## config.mk

```make
export PLATFORM = sky130hd
export DESIGN_NAME = rmq_sqrt_pipe
export DESIGN_NICKNAME = d
export VERILOG_FILES = /design/src/rtl/rmq_pkg.sv /design/src/rtl/rmq_sqrt_pipe.sv
export SDC_FILE = /design/constraint.sdc
export NUM_CORES = 2
export LEC_CHECK = 0
export BUFFER_PORTS_ARGS = -buffer_cell sky130_fd_sc_hd__buf_4
export CAP_MARGIN = 20
export CORE_MARGIN = 3
export CORE_UTILIZATION = 55
export CTS_CLUSTER_DIAMETER = 80
export DETAILED_ROUTE_END_ITERATION = 8
export GPL_ROUTABILITY_DRIVEN = 0
export GPL_TIMING_DRIVEN = 0
export PLACE_DENSITY = 0.71
export SYNTH_ARGS = -nofsm -noshare
export SYNTH_HDL_FRONTEND = slang
export SYNTH_SLANG_ARGS = --single-unit
```

## constraint.sdc

```tcl
create_clock -name clk -period 18.71 [get_ports clk]
set_input_delay 1.871 -clock clk [delete_from_list [all_inputs] [get_ports clk]]
set_output_delay 1.871 -clock clk [all_outputs]
set_load 0.02 [all_outputs]
```

## src/rtl/rmq_pkg.sv

```systemverilog
// Shared types and helpers for the rotation-matrix to quaternion converter.
// No dependencies.
package rmq_pkg;

  localparam int unsigned ELEM_W   = 32;
  localparam int unsigned RAD_W    = 35;
  localparam int unsigned ROOT_W   = 33;
  localparam int unsigned NUM_W    = 34;

  typedef logic signed [ELEM_W-1:0] elem_t;

  typedef struct packed {
    logic [1:0] axis;
    logic       pos_tr;
  } sel_t;

endpackage

```

## src/rtl/rmq_sqrt_pipe.sv

```systemverilog
// Pipelined restoring square root of a RAD_W-bit value scaled by 2^FRAC_BITS.
// Depends on rmq_pkg. Two result bits per stage, one register stage per pair; carries a tag.
module rmq_sqrt_pipe #(
  parameter int FRAC_BITS = 30,
  parameter int TAG_W     = 8
) (
  input  logic                       clk,
  input  logic                       rst,
  input  logic                       en,
  input  logic                       in_valid,
  input  logic [rmq_pkg::RAD_W-1:0]  rad,
  input  logic [TAG_W-1:0]           in_tag,
  output logic                       out_valid,
  output logic [rmq_pkg::ROOT_W-1:0] root,
  output logic [TAG_W-1:0]           out_tag
);
  import rmq_pkg::*;

  localparam int VW    = RAD_W + FRAC_BITS;
  localparam int RB    = (VW + 1) / 2;
  localparam int NST   = (RB + 1) / 2;
  localparam int RBP   = NST * 2;
  localparam int REM_W = RBP + 2;

  logic [NST:0]             vld;
  logic [2*RBP-1:0]         val [NST+1];
  logic [RBP-1:0]           res [NST+1];
  logic [REM_W-1:0]         rem [NST+1];
  logic [TAG_W-1:0]         tag [NST+1];

  always_comb begin
    vld[0] = in_valid;
    val[0] = (2*RBP)'({rad, FRAC_BITS'(0)});
    res[0] = '0;
    rem[0] = '0;
    tag[0] = in_tag;
  end

  for (genvar s = 0; s < NST; s++) begin : g_st
    logic [2*RBP-1:0] v_n;
    logic [RBP-1:0]   r_n;
    logic [REM_W-1:0] m_n;
    always_comb begin
      logic [REM_W-1:0] t;
      logic [REM_W-1:0] m;
      logic [RBP-1:0]   r;
      logic [2*RBP-1:0] v;
      m = rem[s];
      r = res[s];
      v = val[s];
      for (int b = 0; b < 2; b++) begin
        m = {m[REM_W-3:0], v[2*RBP-1 -: 2]};
        v = v << 2;
        t = {r[REM_W-3:0], 2'b01};
        if (m >= t) begin
          m = m - t;
          r = {r[RBP-2:0], 1'b1};
        end else begin
          r = {r[RBP-2:0], 1'b0};
        end
      end
      v_n = v;
      r_n = r;
      m_n = m;
    end
    always_ff @(posedge clk) begin
      if (rst) begin
        vld[s+1] <= 1'b0;
      end else if (en) begin
        vld[s+1] <= vld[s];
      end
    end
    always_ff @(posedge clk) begin
      if (en) begin
        val[s+1] <= v_n;
        res[s+1] <= r_n;
        rem[s+1] <= m_n;
        tag[s+1] <= tag[s];
      end
    end
  end

  assign out_valid = vld[NST];
  assign root      = ROOT_W'(res[NST]);
  assign out_tag   = tag[NST];

endmodule

```

==> results by group <==
Cells and area
  • Filler cells: 11,170
  • Storage cell area: 32,800 um2
  • Non-filler cells, final: 9,595
  • Share of cells above drive strength 1: 7.50%
  • Util after Layout: 61.1%
  • Final net count: 8,342
  • Area of the multi-input gates: 39,300 um2
  • Area grow syn2layout: 9.69%

Clock tree
  • Hold_buf cts: 0
  • Root Buffer: clkbuf_16
  • Post-CTS Resized: 0
  • Clk sinks: 1,098
  • Num CTS Buffers: 130
  • Postcts setup bufs: 0
  • Worst-path clk slew: 0.06 ns
  • Clock tree buffer depth: 3
  • H-tree depth: 4
  • CTS tree: built
  • Clock Latency Late Sink: 0.76 ns

Drt
  • Vias per cell: 6.03
  • Wirelength, routed: 175 mm
  • Antenna Nets Post-Route: 0
  • Vias: 57,859
  • DRT iter0 DRCs: 4,897
  • DRT Pass-1 Iters: 6
  • DRC: 0
  • Avg WL per Cell: 18.3 um

Timing
  • Clock Skews: 0.0261 ns
  • RSZ-0062 raised after global routing: false
  • Worst Hold Slack: 0.410 ns
  • # setup viols final: 0
  • Fin Setup TNS: 0 ns
  • Final Hold Viols: 0
  • Setup ws final: 9.11 ns
  • Max-slew violations: 0
  • Max transition margin: 24.7%
  • Actual slew at the worst max-slew pin: 1.12 ns
  • Final worst path period share: 51.3%
  • Min Clock Period, post-route: 9.60 ns
  • FMAX: 0.104 GHz

Critical path
  • Delay-heaviest family, CP: compound AO/OA/AOI/OAI gates
  • CP most frequent cell: inv_1
  • RR Startpoint: res[136]
  • Crit path kind: flip-flop to flip-flop
  • First element of the critical path: res[136]
  • CP max stage cell: buf_1
  • Critical path's largest stage delay: 0.73 ns
  • Crit path buf inv count: 10
  • CP required: 19.20 ns
  • Crit end category: flip-flop
  • CP max FO: 11
  • Data arrival, critical path: 10.09 ns
  • Crit start category: flip-flop

Synthesis
  • Post-Synth Adder-Cell Area: 9.69%
  • Synth Flop Type: edfxtp_1
  • Post-synthesis sequential area ratio: 43.9%
  • Mean area per synthesized cell: 9.98 um2
  • Synth area leaders: edfxtp_1 43%, ha_1 9.4%, xnor2_1 5.2%
  • Post-synthesis xor/xnor area fraction: 8.20%
  • Gate count after technology mapping: 7,492
  • Seq cells post-synth: 1,098
  • Mapped Nets: 8,111
  • Count leader, synth: edfxtp_1
  • Number of flops mapped to enable cells by yosys: 1,081
  • Mapped Area: 74,700 um2
  • FFs w/ async S/R, synth: 0%
  • Most frequent cells after synthesis: 1,081 x edfxtp_1, 605 x nor2_1, 584 x a21oi_1
  • Main combinational cell family by area after synthesis: compound AO/OA/AOI/OAI gates
  • Post-synth top area cell: edfxtp_1
  • Compound-cell area share of the yosys netlist: 16.0%
  • Synth top area share: 43.4%
  • Yosys warning count: 0
  • Mux contribution to synthesized area: 2.75%
  • Yosys cell types: 106
  • Simple-Gate Fraction of Synth Area: 15.9%

Pwr
  • Power per cell area: 135 nW/um2
  • VDD IR max: 77.2 uV
  • Leakage Power: 32.3 nW

Placed design
  • Port bufs: 87
  • Pre-CTS setup slack: 8.78 ns
  • DP HPWL: 136 mm
  • Dpl cells: 9,357

Global route
  • Number of global-route vias before repair: 55,391
  • Total gr overflow: 0
  • Largest net degree at the start of global routing: 129
  • M2 GR Usage: 40.0%
  • Initial antenna violation count: 0
  • First-pass GRT wire length: 284 mm
  • Met1 Usage GRT: 33.8%
  • Met3 GRT Util: 3.69%
  • GRT Util Overall: 24.5%
  • GR peak layer: met2

Floorplanning
  • Chip height: 375 um
  • Row count: 134
  • DIE AREA: 140,000 um2
  • Die Width: 375 um
  • Num ports: 89
  • Core area: 134,000 um2
  • Starting Density: 55.7%

Hold path
  • Worst min path class: flip-flop to flip-flop
  • Hold Startpoint: g_st[4].$5.v[62]

Job
  • # Max-Cap Violations: 0

Run status
  • Status: completed
==> report_power, final <==
group	internal [mW]	total [mW]	switching [mW]
Clock	1.38	2.41	1.03
Combinational	2.16	5.01	2.85
Sequential	3.34	3.66	0.323
Total	6.88	11.1	4.19
==> placed cells by master (no fill, tap or decap), drive strengths merged, types with 144 or more instances in the layout <==
| master | count |
|---|---|
| edfxtp | 1081 |
| mux2 | 144 |
| nand2 | 570 |
| nand3 | 188 |
| xnor2 | 440 |
| o21ai | 390 |
| nor2 | 605 |
| clkbuf | 290 |
| xor2 | 260 |
| ha | 561 |
| a21oi | 586 |
| nor3 | 210 |
| inv | 510 |
| a21o | 236 |
==> layout make-up <==
type	instances	area share (%)
inverters	498	2.28
multi-input cells	5712	48.0
clock buffers	149	4.05
well taps	1768	2.70
diodes	1	0.00305
repair buffers	99	1.13
clock inverters	86	0.942
flip-flops and latches	1098	40.0
plain buffers	184	0.929
==> state kept, by name (all words and copies together), names as in the netlist <==
name,count
out_valid,1
g_st.$5.v,128
res,256
rem,494
tag,128
vld,16
root,33
out_tag,8
val,34
==> worst paths after layout <==
| kind | endpoint | slack (ns) | depth (start not counted) |
|---|---|---|---|
| hold / removal | g_st[5].$5.v[66] | 0.41 | 0 |
| setup reg to reg | rem[137] | 9.11 | 30 |
| setup / recovery | rem[137] | 9.11 | 30 |
| hold reg to reg | g_st[5].$5.v[66] | 0.41 | 0 |
==> cells by family after synthesis <==
logic type                 count (synthesis)
and+or+nand+nor                         2383
muxes                                    186
other                                      1
buffers and inverters                    682
AOI/OAI and AO/OA                       1870
adders and majority gates                572
xor gates and xnor gates                 700
DFF                                     1098
==> through the flow <==
stage / total power, mW / area (um2)
2_1_floorplan: 7.47 / 74700
3_3_place_gp: 8.50 / 77600
3_5_place_dp: 8.60 / 77900
4_1_cts: 11.1 / 82000
5_1_grt: 11.9 / 82000
6_report: 11.1 / 82000
==> per-layer routing <==
metal  share of wire (%)  routed length, um  vias to the layer above
met5                   0                  0                        -
met2                  46              80600                     1838
li1                    -                  -                    28228
met3                 6.2              10800                      312
met4                 2.7               4810                        0
met1                  45              79200                    27481
==> worst reg2reg max path, delay by kind of cell, from the launching register on <==
family,cells,cell delay [ns]
simple gates,3,0.63
buf+inv,10,3.15
fa+ha+maj,3,0.88
compound gates,14,4.26
flops,1,0.41
(Power assumes the default switching activity.)
